$ cat config.mk
export PLATFORM = sky130hd
export DESIGN_NAME = onewire_rom_search_engine_flat
export DESIGN_NICKNAME = d
export VERILOG_FILES = /design/src/rtl/ors_pkg.sv /design/src/rtl/ors_ifs.sv /design/src/rtl/onewire_rom_search_engine.sv /design/src/rtl/ors_in_stage.sv /design/src/rtl/ors_core.sv /design/src/rtl/ors_out_stage.sv /design/src/flat_wrapper.sv
export VERILOG_INCLUDE_DIRS = /design/src /design/src/rtl
export SDC_FILE = /design/constraint.sdc
export NUM_CORES = 1
export LEC_CHECK = 0
export BUFFER_PORTS_ARGS = -buffer_cell sky130_fd_sc_hd__buf_2
export CAP_MARGIN = 20
export CORE_UTILIZATION = 41
export CTS_BUF_LIST = sky130_fd_sc_hd__clkbuf_4
export CTS_CLUSTER_DIAMETER = 80
export DETAILED_ROUTE_END_ITERATION = 12
export MAX_ROUTING_LAYER = met4
export PLACE_DENSITY = 0.61
export RECOVER_POWER = 50
export SLEW_MARGIN = 10
export SYNTH_ARGS = -nofsm -noshare
export SYNTH_HDL_FRONTEND = slang
export SYNTH_HIERARCHICAL = 1
export SYNTH_SLANG_ARGS = --single-unit
$ cat constraint.sdc
create_clock -name clk -period 12.5 [get_ports clk]
set_input_delay 3.75 -clock clk [delete_from_list [all_inputs] [get_ports clk]]
set_output_delay 3.75 -clock clk [all_outputs]
set_load 0.01 [all_outputs]
$ cat src/rtl/onewire_rom_search_engine_macros.svh
// Assertion helpers for the search engine core.
`ifndef ONEWIRE_ROM_SEARCH_ENGINE_MACROS_SVH
`define ONEWIRE_ROM_SEARCH_ENGINE_MACROS_SVH

// Same-cycle implication, checked out of reset.
`define ORS_ASSERT_IMP(lbl, ante, cons, msg) \
  lbl: assert property (@(posedge clk) disable iff (!rst_n) (ante) |-> (cons)) \
    else $error(msg);

// Next-cycle implication, checked out of reset.
`define ORS_ASSERT_NXT(lbl, ante, cons, msg) \
  lbl: assert property (@(posedge clk) disable iff (!rst_n) (ante) |=> (cons)) \
    else $error(msg);

`endif

$ cat src/rtl/ors_pkg.sv
package ors_pkg;

  localparam logic [1:0] FN_FIRST = 2'd0;
  localparam logic [1:0] FN_NEXT  = 2'd1;
  localparam logic [1:0] FN_PAIR  = 2'd2;

  localparam logic [1:0] ST_BUSY    = 2'd0;
  localparam logic [1:0] ST_FOUND   = 2'd1;
  localparam logic [1:0] ST_NONE    = 2'd2;
  localparam logic [1:0] ST_IGNORED = 2'd3;

  localparam logic [7:0] CRC_POLY     = 8'h8c;
  localparam logic [6:0] END_POS      = 7'd65;
  localparam logic [6:0] FAMILY_LIMIT = 7'd9;

  typedef struct packed {
    logic [1:0] func;
    logic       presence;
    logic       id_bit;
    logic       complement_bit;
  } in_item_t;

  typedef struct packed {
    logic        direction;
    logic [1:0]  status;
    logic [63:0] rom_id;
    logic [3:0]  family_discrepancy;
  } out_item_t;

  // One LSB-first step of the reflected Dallas CRC8.
  function automatic logic [7:0] crc_step(logic [7:0] crc, logic b);
    logic [7:0] c;
    c = {1'b0, crc[7:1]};
    if (crc[0] ^ b) c = c ^ CRC_POLY;
    return c;
  endfunction

endpackage

$ cat src/rtl/ors_ifs.sv
interface ors_in_if;
  logic       valid;
  logic       ready;
  logic [1:0] func;
  logic       presence;
  logic       id_bit;
  logic       complement_bit;

  modport source (output valid, func, presence, id_bit, complement_bit, input ready);
  modport sink   (input valid, func, presence, id_bit, complement_bit, output ready);
endinterface

interface ors_out_if;
  logic        valid;
  logic        ready;
  logic        direction;
  logic [1:0]  status;
  logic [63:0] rom_id;
  logic [3:0]  family_discrepancy;

  modport source (output valid, direction, status, rom_id, family_discrepancy, input ready);
  modport sink   (input valid, direction, status, rom_id, family_discrepancy, output ready);
endinterface

$ cat src/rtl/onewire_rom_search_engine.sv
// channel | dir | payload                                          | transfer
// in_ch   | in  | func, presence, id_bit, complement_bit           | valid & ready
// out_ch  | out | direction, status, rom_id, family_discrepancy    | valid & ready
//
// One result word per input word. An accepted word is held in the input register,
// updated combinationally out of it and loaded into the result register once that
// register is empty or drains; one word per cycle is sustained while the output is
// not stalled. Synchronous active-low reset clears all search state and both stage
// valids. A stalled output holds its word and backs up the input register.
module onewire_rom_search_engine
  import ors_pkg::*;
(
  input  logic       clk,
  input  logic       rst_n,
  ors_in_if.sink     in_ch,
  ors_out_if.source  out_ch
);

  logic      item_valid;
  in_item_t  item;
  logic      take;
  out_item_t res;

  ors_in_stage u_in (
    .clk        (clk),
    .rst_n      (rst_n),
    .in_ch      (in_ch),
    .take       (take),
    .item_valid (item_valid),
    .item       (item)
  );

  ors_core u_core (
    .clk   (clk),
    .rst_n (rst_n),
    .fire  (take),
    .item  (item),
    .res   (res)
  );

  ors_out_stage u_out (
    .clk        (clk),
    .rst_n      (rst_n),
    .item_valid (item_valid),
    .res        (res),
    .take       (take),
    .out_ch     (out_ch)
  );

endmodule

$ cat src/rtl/ors_in_stage.sv
module ors_in_stage
  import ors_pkg::*;
(
  input  logic      clk,
  input  logic      rst_n,
  ors_in_if.sink    in_ch,
  input  logic      take,
  output logic      item_valid,
  output in_item_t  item
);

  logic     valid_r;
  in_item_t item_r;

  // Accept a new word whenever the held one is empty or leaves this cycle.
  assign in_ch.ready = !valid_r || take;

  always_ff @(posedge clk) begin
    if (!rst_n) begin
      valid_r <= 1'b0;
    end else if (in_ch.ready) begin
      valid_r <= in_ch.valid;
    end
  end

  always_ff @(posedge clk) begin
    if (in_ch.valid && in_ch.ready) begin
      item_r <= '{func: in_ch.func, presence: in_ch.presence,
                  id_bit: in_ch.id_bit, complement_bit: in_ch.complement_bit};
    end
  end

  assign item_valid = valid_r;
  assign item       = item_r;

endmodule

$ cat src/rtl/ors_core.sv
`include "onewire_rom_search_engine_macros.svh"

module ors_core
  import ors_pkg::*;
(
  input  logic      clk,
  input  logic      rst_n,
  input  logic      fire,
  input  in_item_t  item,
  output out_item_t res
);

  logic [63:0] rom_r, rom_nxt;
  logic [6:0]  ldisc_r, ldisc_nxt;
  logic [3:0]  fam_r, fam_nxt;
  logic        last_dev_r, last_dev_nxt;
  logic [6:0]  pos_r, pos_nxt;
  logic [6:0]  lzero_r, lzero_nxt;
  logic [7:0]  crc_r, crc_nxt;
  logic        active_r, active_nxt;

  logic [5:0]  idx;
  logic        d;
  logic        dir;
  logic [1:0]  status;
  logic        last_dev_eff;

  assign idx = pos_r[5:0] - 6'd1;

  always_comb begin
    rom_nxt      = rom_r;
    ldisc_nxt    = ldisc_r;
    fam_nxt      = fam_r;
    last_dev_nxt = last_dev_r;
    pos_nxt      = pos_r;
    lzero_nxt    = lzero_r;
    crc_nxt      = crc_r;
    active_nxt   = active_r;
    dir          = 1'b0;
    status       = ST_IGNORED;
    last_dev_eff = last_dev_r;

    // Direction from the previous pass, then overridden by what the bus shows.
    if (pos_r < ldisc_r) d = rom_r[idx];
    else                 d = (pos_r == ldisc_r);
    if (item.id_bit != item.complement_bit) d = item.id_bit;
    else if (item.id_bit)                   d = 1'b1;

    case (item.func) inside
      FN_FIRST, FN_NEXT: begin
        // A first search starts from a clean search state.
        if (item.func == FN_FIRST) begin
          ldisc_nxt    = '0;
          fam_nxt      = '0;
          last_dev_nxt = 1'b0;
          last_dev_eff = 1'b0;
        end
        pos_nxt   = 7'd1;
        lzero_nxt = '0;
        crc_nxt   = '0;
        if (last_dev_eff || !item.presence) begin
          active_nxt   = 1'b0;
          ldisc_nxt    = '0;
          fam_nxt      = '0;
          last_dev_nxt = 1'b0;
          status       = ST_NONE;
        end else begin
          active_nxt = 1'b1;
          status     = ST_BUSY;
        end
      end
      FN_PAIR: begin
        if (active_r) begin
          dir = d;
          if (item.id_bit && item.complement_bit) begin
            // No device answered: abort the pass.
            active_nxt   = 1'b0;
            ldisc_nxt    = '0;
            fam_nxt      = '0;
            last_dev_nxt = 1'b0;
            status       = ST_NONE;
          end else begin
            if (!item.id_bit && !item.complement_bit && !d) begin
              lzero_nxt = pos_r;
              if (pos_r < FAMILY_LIMIT) fam_nxt = pos_r[3:0];
            end
            rom_nxt[idx] = d;
            crc_nxt      = crc_step(crc_r, d);
            pos_nxt      = pos_r + 7'd1;
            if (pos_nxt < END_POS) begin
              status = ST_BUSY;
            end else begin
              active_nxt = 1'b0;
              status     = ST_FOUND;
              if (crc_nxt == 8'd0) begin
                ldisc_nxt = lzero_nxt;
                if (lzero_nxt == 7'd0) last_dev_nxt = 1'b1;
              end
              if (crc_nxt != 8'd0 || rom_nxt[7:0] == 8'd0) begin
                ldisc_nxt    = '0;
                fam_nxt      = '0;
                last_dev_nxt = 1'b0;
                status       = ST_NONE;
              end
            end
          end
        end
      end
      default: status = ST_IGNORED;
    endcase
  end

  always_ff @(posedge clk) begin
    if (!rst_n) begin
      rom_r      <= '0;
      ldisc_r    <= '0;
      fam_r      <= '0;
      last_dev_r <= 1'b0;
      pos_r      <= 7'd1;
      lzero_r    <= '0;
      crc_r      <= '0;
      active_r   <= 1'b0;
    end else if (fire) begin
      rom_r      <= rom_nxt;
      ldisc_r    <= ldisc_nxt;
      fam_r      <= fam_nxt;
      last_dev_r <= last_dev_nxt;
      pos_r      <= pos_nxt;
      lzero_r    <= lzero_nxt;
      crc_r      <= crc_nxt;
      active_r   <= active_nxt;
    end
  end

  assign res = '{direction: dir, status: status, rom_id: rom_nxt,
                 family_discrepancy: fam_nxt};

  `ORS_ASSERT_IMP(a_pos_range, active_r, pos_r >= 7'd1 && pos_r <= 7'd64, "bit position out of range in pass")
  `ORS_ASSERT_IMP(a_last_dev, last_dev_r, ldisc_r == 7'd0, "last device flagged with open discrepancy")
  `ORS_ASSERT_IMP(a_fam_range, 1'b1, fam_r <= 4'd8, "family discrepancy beyond family code")
  `ORS_ASSERT_NXT(a_found_crc, fire && res.status == ST_FOUND, crc_r == 8'd0 && !active_r, "device found with bad crc or live pass")

endmodule

$ cat src/rtl/ors_out_stage.sv
module ors_out_stage
  import ors_pkg::*;
(
  input  logic       clk,
  input  logic       rst_n,
  input  logic       item_valid,
  input  out_item_t  res,
  output logic       take,
  ors_out_if.source  out_ch
);

  logic      valid_r;
  out_item_t res_r;

  // Advance whenever the result register is empty or drains this cycle.
  assign take = item_valid && (!valid_r || out_ch.ready);

  always_ff @(posedge clk) begin
    if (!rst_n) begin
      valid_r <= 1'b0;
    end else if (!valid_r || out_ch.ready) begin
      valid_r <= item_valid;
    end
  end

  always_ff @(posedge clk) begin
    if (take) res_r <= res;
  end

  assign out_ch.valid              = valid_r;
  assign out_ch.direction          = res_r.direction;
  assign out_ch.status             = res_r.status;
  assign out_ch.rom_id             = res_r.rom_id;
  assign out_ch.family_discrepancy = res_r.family_discrepancy;

endmodule
$ cat src/flat_wrapper.sv
// flat-port wrapper written by rule: the top's interface ports become plain ports
module onewire_rom_search_engine_flat import ors_pkg::*;
  (clk, rst_n, in_ch_valid, in_ch_func, in_ch_presence, in_ch_id_bit, in_ch_complement_bit, in_ch_ready, out_ch_valid, out_ch_direction, out_ch_status, out_ch_rom_id, out_ch_family_discrepancy, out_ch_ready);
  ors_in_if in_ch_i ();
  ors_out_if out_ch_i ();
  input  logic clk;
  input  logic rst_n;
  input wire logic [$bits(in_ch_i.valid)-1:0] in_ch_valid;
  input wire logic [$bits(in_ch_i.func)-1:0] in_ch_func;
  input wire logic [$bits(in_ch_i.presence)-1:0] in_ch_presence;
  input wire logic [$bits(in_ch_i.id_bit)-1:0] in_ch_id_bit;
  input wire logic [$bits(in_ch_i.complement_bit)-1:0] in_ch_complement_bit;
  output wire logic [$bits(in_ch_i.ready)-1:0] in_ch_ready;
  output wire logic [$bits(out_ch_i.valid)-1:0] out_ch_valid;
  output wire logic [$bits(out_ch_i.direction)-1:0] out_ch_direction;
  output wire logic [$bits(out_ch_i.status)-1:0] out_ch_status;
  output wire logic [$bits(out_ch_i.rom_id)-1:0] out_ch_rom_id;
  output wire logic [$bits(out_ch_i.family_discrepancy)-1:0] out_ch_family_discrepancy;
  input wire logic [$bits(out_ch_i.ready)-1:0] out_ch_ready;
  assign in_ch_i.valid = in_ch_valid;
  assign in_ch_i.func = in_ch_func;
  assign in_ch_i.presence = in_ch_presence;
  assign in_ch_i.id_bit = in_ch_id_bit;
  assign in_ch_i.complement_bit = in_ch_complement_bit;
  assign in_ch_ready = in_ch_i.ready;
  assign out_ch_valid = out_ch_i.valid;
  assign out_ch_direction = out_ch_i.direction;
  assign out_ch_status = out_ch_i.status;
  assign out_ch_rom_id = out_ch_i.rom_id;
  assign out_ch_family_discrepancy = out_ch_i.family_discrepancy;
  assign out_ch_i.ready = out_ch_ready;
  onewire_rom_search_engine u_core (.clk(clk), .rst_n(rst_n), .in_ch(in_ch_i), .out_ch(out_ch_i));
endmodule
# After elaboration in Yosys (flattened, before gate mapping)
# Index checks and enable logic that the tools add are counted.
# word_totals
reg_bits	177
latchBits	0
ramBits	0
mem_bits_ro	0
in_bits	9
output_inout_bits	73
wordCells	144
mem_count	0
# op_classes
add_sub_neg	2
n_mul	0
n_div	0
order_cmp	5
eq_ne	7
n_shift	0
mux	77
bitwise	4
n_reduce_logical	31
# ops
cell	n
$mux W64	4
$mux W7	22
$mux W8	9
$bwmux W64	1
$mux W4	10
$mux W1	22
$logic_not A8 Y1	2
$mux W2	7
$reduce_and A6 Y1	2
$reduce_bool A4 Y1	2
$reduce_bool A8 Y1	1
$add A7 B1 Y7 const B	1
$eq A7 B7 Y1	1
$logic_not A7 Y1	1
$lt A6 B7 Y1 const B	1
$lt A7 B4 Y1 const B	1
$lt A7 B7 Y1	1
$lt A7 B7 Y1 const B	1
$bmux W1 S6	1
$demux W1 S6	1
$ge A6 B1 Y1 const B	1
$logic_and A1 B1 Y1	6
$logic_not A1 Y1	6
$sub A6 B1 Y6 const B	1
other kinds (16)	21

# Longest topological paths before layout
# Gate-level depths: netlist of the first run.
# logic_depth
ltp_word	22
mapped_depth	17
mapped_depth_nobuf	11

# Modules after synthesis
# Netlist of the first run, hierarchy kept.
# modules_own_cells
mod	instances	cells_per_inst	area_per_inst_um2	seq_area_each_um2
ors_core	1	781	6412.4	1981.9
ors_out_stage	1	75	2179.6	2152.1
ors_in_stage	1	10	207.7	170.2

# Least setup slack after synthesis of the first run
# OpenSTA, ideal clock, no wires.
# synth_timing
path_type	in2out
from	input out_ch_ready
to	output in_ch_ready
arrival_time_ns	7.629
required_time_ns	8.750
slack_ns	1.121
path_stages	3
n_path_buf	0
path_cell_list	nor2b_4 nor2b_1 nand2b_4
# synth_via
elab_chain_cells	3
# synth_lines
element	line	text
start, declared	flat_wrapper.sv:19	input wire logic [$bits(out_ch_i.ready)-1:0] out_ch_ready;
$logic_or A1 B1 Y1	ors_out_stage.sv:16	assign take = item_valid && (!valid_r || out_ch.ready);
$logic_and A1 B1 Y1	ors_out_stage.sv:16	
via u_core.take	onewire_rom_search_engine.sv:21	logic take;
$logic_or A1 B1 Y1	ors_in_stage.sv:16	assign in_ch.ready = !valid_r || take;
end, declared	flat_wrapper.sv:13	output wire logic [$bits(in_ch_i.ready)-1:0] in_ch_ready;
# The timed path passes the listed nets, and every way through them passes these cells.

# Worst setup path after layout of the first run
# Ends and elaborated chain as after synthesis.

==> results of run 1 <==
[placed cells by master (no fill, tap or decap), types with 20 or more instances in the layout]
cell | Yosys | final
mux2_2 | 66 | 22
mux2_1 | 0 | 44
mux2i_1 | 80 | 80
nand2_1 | 78 | 78
a21oi_1 | 26 | 26
clkbuf_4 | 0 | 20
edfxtp_1 | 76 | 76
nor2_1 | 141 | 142
clkbuf_1 | 29 | 70
dfxtp_1 | 101 | 101
nand3_1 | 36 | 36
[cell usage after synthesis, drive strengths merged, types with 11 or more instances]
library cell	instances
nor2	143
dfxtp	101
mux2i	80
nand2	78
edfxtp	76
mux2	66
nand3	36
clkbuf	29
a21oi	28
buf	28
o21ai	20
inv	19
nor3	15
nor2b	13
ha	11
[power groups by stage]
stage / clock (W) / sequential [W] / combinational (W)
2_1_floorplan: 0 / 0.000641 / 0.0000655
3_3_place_gp: 0 / 0.000635 / 0.000102
3_5_place_dp: 0 / 0.000635 / 0.000102
4_1_cts: 0.000324 / 0.000622 / 0.000102
5_1_grt: 0.000346 / 0.000624 / 0.000106
6_report: 0.000315 / 0.000622 / 0.0000973
[worst paths after layout]
check	from	end	slack, ns
worst min register to register	u_core/u_core/ldisc_r[6]	u_core/u_core/ldisc_r[6]	0.48
worst max register to register	u_core/u_core/pos_r[1]	u_core/u_core/rom_r[38]	4.16
worst max-delay path	out_ch_ready	in_ch_ready	3.64
worst min-delay path	u_core/u_core/ldisc_r[6]	u_core/u_core/ldisc_r[6]	0.48
[metrics by stage]
step | util (%) | instance area, um2 | setup slack (ns) | std cells
final | 45.2 | 9510 | 3.64 | 1209
after global routing | 45.2 | 9510 | 3.52 | 1209
after CTS | 45.9 | 9640 | 3.60 | 1208
after detailed placement | 44.6 | 9380 | 3.61 | 1176
after global placement | 44.6 | 9380 | 3.60 | 1175
after floorplan | - | 8800 | 1.12 | 866
[sequential cells by signal, indices dropped and copies added (netlist names), 2 cells and up]
name,count
u_core/u_out/out_ch.status,2
u_core/u_out/out_ch.family_discrepancy,4
u_core/u_core/lzero_r,7
u_core/u_out/out_ch.rom_id,64
u_core/u_core/crc_r,8
u_core/u_core/rom_r,64
u_core/u_core/pos_r,7
u_core/u_core/ldisc_r,7
u_core/u_core/fam_r,4
u_core/u_in/item,5
[layer usage]
layer | up-vias | wire (um) | GRT usage [%]
met4 | 0 | 395 | 6.80
li1 | 3226 | - | -
met3 | 26 | 922 | 3.62
met2 | 164 | 9560 | 29.7
met1 | 3121 | 9810 | 25.9
met5 | - | 0 | -
[cell families after synthesis]
group	synth area share [%]
and+or+nand+nor	17.4
DFF	48.9
muxes	18.1
AOI/OAI and AO/OA	9.61
buffers and inverters	3.82
adders and majority gates	1.56
xor gates and xnor gates	0.668
[cell type report]
cell class / instances / area (um2) / share of cell area, %
flip-flops and latches: 177 / 4300 / 45.3
repair buffers: 92 / 393 / 4.13
clock inverters: 12 / 110 / 1.16
diodes: 1 / 2.50 / 0.0263
clock buffers: 20 / 150 / 1.58
inverters: 21 / 80.1 / 0.842
well taps: 275 / 344 / 3.62
multi-input cells: 611 / 4130 / 43.4
==> flow_summary.yaml, run 1 <==
power_and_ir_drop:
  p_comb_share_pct: 9.4
  ir_worst_vdd_mv: 0.0464
  power_switching_w: 0.000283
  p_leak_nw: 3.43
  swShare_pct: 27.3
  clockPowerShare_pct: 30.5
  power_w: 0.00103
  internal_power_w: 0.000752
  seqPwrFrac_pct: 60.1
  power_density_nw_per_um2: 109
final_layout:
  nFillCells: 2022
  layout-drive-gt1-share_pct: 9.97
  layout.nets: 940
  area_delta_synth_final_pct: 8.09
placement:
  gp_congestion: 0.845
  detailed_place_hpwl_mm: 13.4
  portBuffers: 81
worst_setup_path:
  path_cells: "clkbuf_1, nor2b_1, nor2b_4, nand2b_1, buf_2"
  crit_arrival_ns: 5.11
  end_kind: "output port"
  path_class: "in -> out"
  cpPeakStageDelay_ns: 0.80
  required_ns: 8.75
  ff2ff_path_depth: 13
  crit_cells: 5
  crit_family: "simple AND/OR/NAND/NOR gates"
  cp_max_fo: 33
  critPathSlowestCell: "nor2b_4"
  worst_setup_path_start_kind: "input pin"
  cp.buffers_inverters: 2
floorplanning:
  die_w_um: 149
  die_h_um: 149
  rows: 53
  dieArea_um2: 22100
  start_util_pct: 41.9
  io_pins: 82
  core-area_um2: 21000
timing:
  rsz0062_at_grt: "no"
  fin_setup_tns_ns: 0
  finalHoldViolCount: 0
  relSlewSlack_pct: -79.8
  min_period_ns: 8.86
  fmax_mhz: 113
  setup_viol_count_final: 0
  drv_slew: 110
  skew_ns: 0.0190
  tightest_slew_ns: 2.70
  hold_slack_ns: 0.480
  period_share_pct: 70.9
clock_network:
  cts_setup_buffers: 0
  cts_resized: 0
  path_clk_slew_ns: 0.14
  clkLatencyLatePin_ns: 0.55
  htree_levels: 4
  hold_buffers: 0
  cts-root-buf: "clkbuf_4"
  clock_sinks: 177
  cts_tree: "done"
  ctsLongestPathBuffers: 2
  numCtsBuffers: 17
synth:
  ys_seq_elements: 177
  ys_types: 69
  syn-cell-area_um2: 8800
  synthCells: 866
  ys_async_sr_fraction_pct: 0
  syn_avg_cell_area_um2: 10.2
  synth.net_count: 886
  synth_edf_count: 76
  synth_top_cell_area_share_pct: 25.9
  synth_flop_cell: "dfxtp_1"
  yosysTopAreaCell: "edfxtp_1"
  yosysSeqAreaShare_pct: 48.9
  synth-warning-count: 6
  synth_area_leaders: "edfxtp_1 26%, dfxtp_1 23%, mux2i_1 9.1%"
drt:
  firstDrtPassIters: 5
  num_vias: 6537
  viasPerCell: 5.41
  drcViolationCount: 0
  ant_nets: 0
  routed_wl_mm: 20.7
  drt-initial-drc-count: 562
  routedWlPerCell_um: 17.1
run_status:
  status: "finished with violations"
  violations: "capacitance limit, slew limit"
grt:
  grt_usage_pct: 19.5
  antenna_found_initial: 1
  grt_pass1_vias: 5953
  grt_first_pass_wirelength_mm: 32.6
  grt_max_degree: 78
  grt.overflow.total: 0
min_path:
  hold_depth: 1
  hp-class: "reg -> reg"
flow_run:
  drv_cap: 3
(Power assumes the default switching activity.)
==> run 2, diff against run 1 <==
==> constraint.sdc (replaced) <==
create_clock -name clk -period 9.27 [get_ports clk]
set_input_delay 2.781 -clock clk [delete_from_list [all_inputs] [get_ports clk]]
set_output_delay 2.781 -clock clk [all_outputs]
set_load 0.01 [all_outputs]
==> run 2 against run 1 <==
  * The run still ends with capacitance limit, slew limit left
  * Clock-buffer cell count fell by 3
  * Non-clock buffer count fell by 1
  * Sequential power rose by 35%
  * Wire length rose by 0.12%
  * Design area rose by 0.54%
  * Power rose by 40%
  * Critical endpoint is now u_core/u_core/pos_r[4]
  * Largest cell class unchanged
  * Highest routed layer unchanged
==> flow_summary.yaml, run 2 (synthesis results as in run 1) <==
final_layout:
  finalNonFillerCells: 1208
  layout.nets: 939
  area_delta_synth_final_pct: 8.67
  layout-drive-gt1-share_pct: 14.2
  mostFrequentLayoutCells: "141 x nor2_1, 101 x dfxtp_1, 80 x mux2i_1"
  final_cell_area_um2: 9560
  nFillCells: 2067
  final_common_cell: "nor2_1"
timing:
  drv_slew: 144
  min_period_ns: 7.06
  period_share_pct: 76.2
  hold_slack_ns: 0.479
  skew_ns: 0.0262
  relSlewSlack_pct: -169
  rsz0062_at_grt: "no"
  tightest_slew_ns: 4.03
  fmax_mhz: 142
  fin_setup_tns_ns: 0
  setup_viol_count_final: 0
  finalHoldViolCount: 0
clock_network:
  cts_resized: 0
  cts_setup_buffers: 0
  cts-root-buf: "clkbuf_4"
  cts_tree: "done"
  clock_sinks: 177
  hold_buffers: 0
  path_clk_slew_ns: 0.14
  htree_levels: 4
  clkLatencyLatePin_ns: 0.61
  ctsLongestPathBuffers: 2
  numCtsBuffers: 17
floorplanning:
  core-area_um2: 21000
  die_h_um: 149
  io_pins: 82
  dieArea_um2: 22100
  die_w_um: 149
  rows: 53
  start_util_pct: 41.9
worst_setup_path:
  path_class: "in -> reg"
  end_kind: "flop"
  crit_arrival_ns: 7.50
  required_ns: 9.71
  cp_max_fo: 143
  worst_setup_path_start_kind: "input pin"
grt:
  grt_first_pass_wirelength_mm: 33.1
  use_met2_pct: 30.5
  grt_usage_pct: 19.9
  grtUsageMet1_pct: 26.2
  grt_pass1_vias: 6212
  antenna_found_initial: 1
  grt_max_degree: 144
  use_met3_pct: 3.87
  grt.overflow.total: 0
  gr-max-usage-layer: "met2"
run_status:
  status: "finished with violations"
  violations: "capacitance limit, slew limit"
flow_run:
  drv_cap: 1
placement:
  detailed_place_hpwl_mm: 13.2
  place_inst: 1174
  portBuffers: 81
  placed_cell_area_um2: 9380
  gp_congestion: 0.810
drt:
  routed_wl_mm: 20.7
  firstDrtPassIters: 5
  drcViolationCount: 0
  num_vias: 6600
  routedWlPerCell_um: 17.2
  viasPerCell: 5.46
  ant_nets: 0
  drt-initial-drc-count: 565
power_and_ir_drop:
  p_leak_nw: 3.39
  power_density_nw_per_um2: 152
  ir_worst_vdd_mv: 0.0599
min_path:
  hp-class: "reg -> reg"
run 2: changes by cell type in the layout (fill, tap and decap cells not counted), moves of 2 or more:
cell        before  now
clkbuf_4        20   17
mux2_2          22   66
mux2_1          44    0
clkinvlp_4       3    1
buf_2           14    8
clkbuf_1        70   74
bufinv_16        1    3
run 2: per-layer routing:
layer	part of all wire, %	up-vias	routed length (um)
li1	-	3214	-
met2	47	162	9670
met4	1.8	0	379
met5	0	-	0
met3	4.5	32	928
met1	47	3192	9740
run 2: layout make-up:
| class | count | area, um2 | area share [%] |
|---|---|---|---|
| inverter | 21 | 80.1 | 0.837 |
| timing repair buffer | 91 | 383 | 4.00 |
| sequential | 177 | 4300 | 45.0 |
| multi-input combinational | 611 | 4150 | 43.3 |
| clock buffer | 17 | 128 | 1.33 |
| tap | 275 | 344 | 3.60 |
| clock inverter | 15 | 176 | 1.84 |
| antenna | 1 | 2.50 | 0.0262 |
run 2: report_power, final:
part	internal, W	switching, W
combinational	0.0000448	0.0000924
sequential	0.000834	0.00000805
clock	0.000190	0.000285
run 2: critical path, stage by stage:
cell	delay, ns
clkbuf_1	0.12
nor2b_4	0.05
nor2b_1	0.14
clkbuf_2	2.71
nand2_1	1.13
o21ai_0	0.45
a21oi_1	0.10
run 2: worst paths after layout:
kind / startpoint / endpoint / slack (ns) / cells past startpoint
max: out_ch_ready / u_core/u_core/pos_r[4] / 2.21 / 7
min: u_core/u_core/ldisc_r[1] / u_core/u_core/ldisc_r[1] / 0.48 / 1
max reg2reg: u_core/u_out/out_ch.valid / u_core/u_core/pos_r[4] / 4.10 / 6
min reg2reg: u_core/u_core/ldisc_r[1] / u_core/u_core/ldisc_r[1] / 0.48 / 1
run 2: stage by stage:
stage / utilization [%] / power (W) / setup WS [ns]
after floorplan: - / 0.000952 / 1.34
after global placement: 44.6 / 0.000993 / 3.13
after detailed placement: 44.6 / 0.000993 / 3.13
after CTS: 46.1 / 0.00146 / 3.12
after global routing: 45.5 / 0.00151 / 1.61
final: 45.5 / 0.00145 / 2.21
==> run 3, diff against run 2 <==
==> constraint.sdc (replaced) <==
create_clock -name clk -period 6.6 [get_ports clk]
set_input_delay 1.98 -clock clk [delete_from_list [all_inputs] [get_ports clk]]
set_output_delay 1.98 -clock clk [all_outputs]
set_load 0.01 [all_outputs]
==> run 3 against run 2 <==
  * The flow still finishes with violations (capacitance limit, slew limit)
  * Utilization up 0.071 points
  * Clock power grew 43%
  * Via count rose by 0.48%
  * Hold slack better by 0.0033 ns
  * Sequential cell count stayed put
  * Critical endpoint is now u_core/u_out/out_ch.family_discrepancy[0]
  * Largest cell class unchanged
==> flow_summary.yaml, run 3 (synthesis results as in run 1) <==
clock_network:
  path_clk_slew_ns: 0.14
  clock_sinks: 177
  hold_buffers: 0
  cts_resized: 0
  cts_tree: "done"
  ctsLongestPathBuffers: 2
  clkLatencyLatePin_ns: 0.59
  htree_levels: 4
  cts_setup_buffers: 0
  cts-root-buf: "clkbuf_4"
  numCtsBuffers: 17
worst_setup_path:
  end_kind: "flop"
  cp_max_fo: 20
  cp.buffers_inverters: 2
  crit_arrival_ns: 5.24
  critPathSlowestCell: "o41ai_4"
  reg2reg_slack_ns: 1.70
  worst_setup_path_start_kind: "flop"
  cp_common_cell: "a32o_1"
  required_ns: 6.95
  crit_family: "compound AO/OA/AOI/OAI gates"
  path_cells: "inv_1, ha_1, xor2_2, buf_4, nand3_1, o211ai_1, a21oi_1, a32o_1, o41ai_4, mux2i_1, nor2_2, a32o_1"
  path_class: "reg -> reg"
  cpPeakStageDelay_ns: 0.84
timing:
  min_period_ns: 4.90
  skew_ns: 0.0276
  fin_setup_tns_ns: 0
  rsz0062_at_grt: "no"
  drv_slew: 144
  tightest_slew_ns: 2.02
  period_share_pct: 74.2
  fmax_mhz: 204
  setup_viol_count_final: 0
  finalHoldViolCount: 0
  relSlewSlack_pct: -34.6
drt:
  drcViolationCount: 0
  num_vias: 6632
  routedWlPerCell_um: 17.4
  viasPerCell: 5.49
  ant_nets: 0
  drt-initial-drc-count: 634
  firstDrtPassIters: 7
  routed_wl_mm: 21.0
floorplanning:
  die_w_um: 149
  start_util_pct: 41.9
  dieArea_um2: 22100
  core-area_um2: 21000
  io_pins: 82
  die_h_um: 149
  rows: 53
power_and_ir_drop:
  ir_worst_vdd_mv: 0.0889
  power_density_nw_per_um2: 213
  p_leak_nw: 3.40
  power_w: 0.00204
run_status:
  status: "finished with violations"
  violations: "capacitance limit, slew limit"
grt:
  grt_first_pass_wirelength_mm: 33.6
  grt_max_degree: 79
  grt.overflow.total: 0
  grt_usage_pct: 20.3
  antenna_found_initial: 1
  grt_pass1_vias: 6298
final_layout:
  seqCellArea_um2: 4300
  nFillCells: 2061
  finalNonFillerCells: 1209
  mostFrequentLayoutCells: "141 x nor2_1, 101 x dfxtp_1, 80 x mux2i_1"
  final_common_cell: "nor2_1"
  layout.nets: 940
  multi_input_area_um2: 4150
  layout-drive-gt1-share_pct: 14.4
  area_delta_synth_final_pct: 8.84
placement:
  gp_congestion: 0.897
  portBuffers: 81
  place_inst: 1176
  detailed_place_hpwl_mm: 14.0
min_path:
  hp-class: "reg -> reg"
flow_run:
  drv_cap: 2
run 3: through the flow:
step | worst slack, ns | util [%] | hold slack [ns] | area [um2]
floorplan | 0.269 | - | 0.432 | 8800
global placement | 1.82 | 44.6 | 0.445 | 9380
detailed placement | 1.70 | 44.6 | 0.450 | 9380
CTS | 1.68 | 46.1 | 0.482 | 9690
global route | 1.29 | 45.6 | 0.491 | 9580
finish | 1.70 | 45.6 | 0.482 | 9580
run 3: report_power, final:
part / switching [W] / internal, W
logic: 0.000126 / 0.0000579
registers: 0.0000122 / 0.00117
clock network: 0.000405 / 0.000274
run 3: worst paths after layout:
path                       startpoint                                        end  cells after the start
min reg2reg  u_core/u_core/ldisc_r[3]                   u_core/u_core/ldisc_r[3]                      1
max reg2reg    u_core/u_core/pos_r[0]  u_core/u_out/out_ch.family_discrepancy[0]                     12
min          u_core/u_core/ldisc_r[3]                   u_core/u_core/ldisc_r[3]                      1
max            u_core/u_core/pos_r[0]  u_core/u_out/out_ch.family_discrepancy[0]                     12
run 3: layout make-up:
type,instances,share of cell area [%]
Sequential cell,177,44.9
Multi-Input combinational cell,611,43.3
Timing Repair Buffer,92,4.08
Tap cell,275,3.59
Clock inverter,14,1.84
Clock buffer,18,1.41
Inverter,21,0.836
Antenna cell,1,0.0261
run 3: metal layers:
metal,global-route usage (%),part of all wire [%],wire [um],vias up
met5,-,0,0,-
met4,8.35,2.6,546,0
met2,31.4,46,9720,178
met3,3.31,4.2,884,37
li1,-,-,-,3217
met1,26.4,47,9890,3200
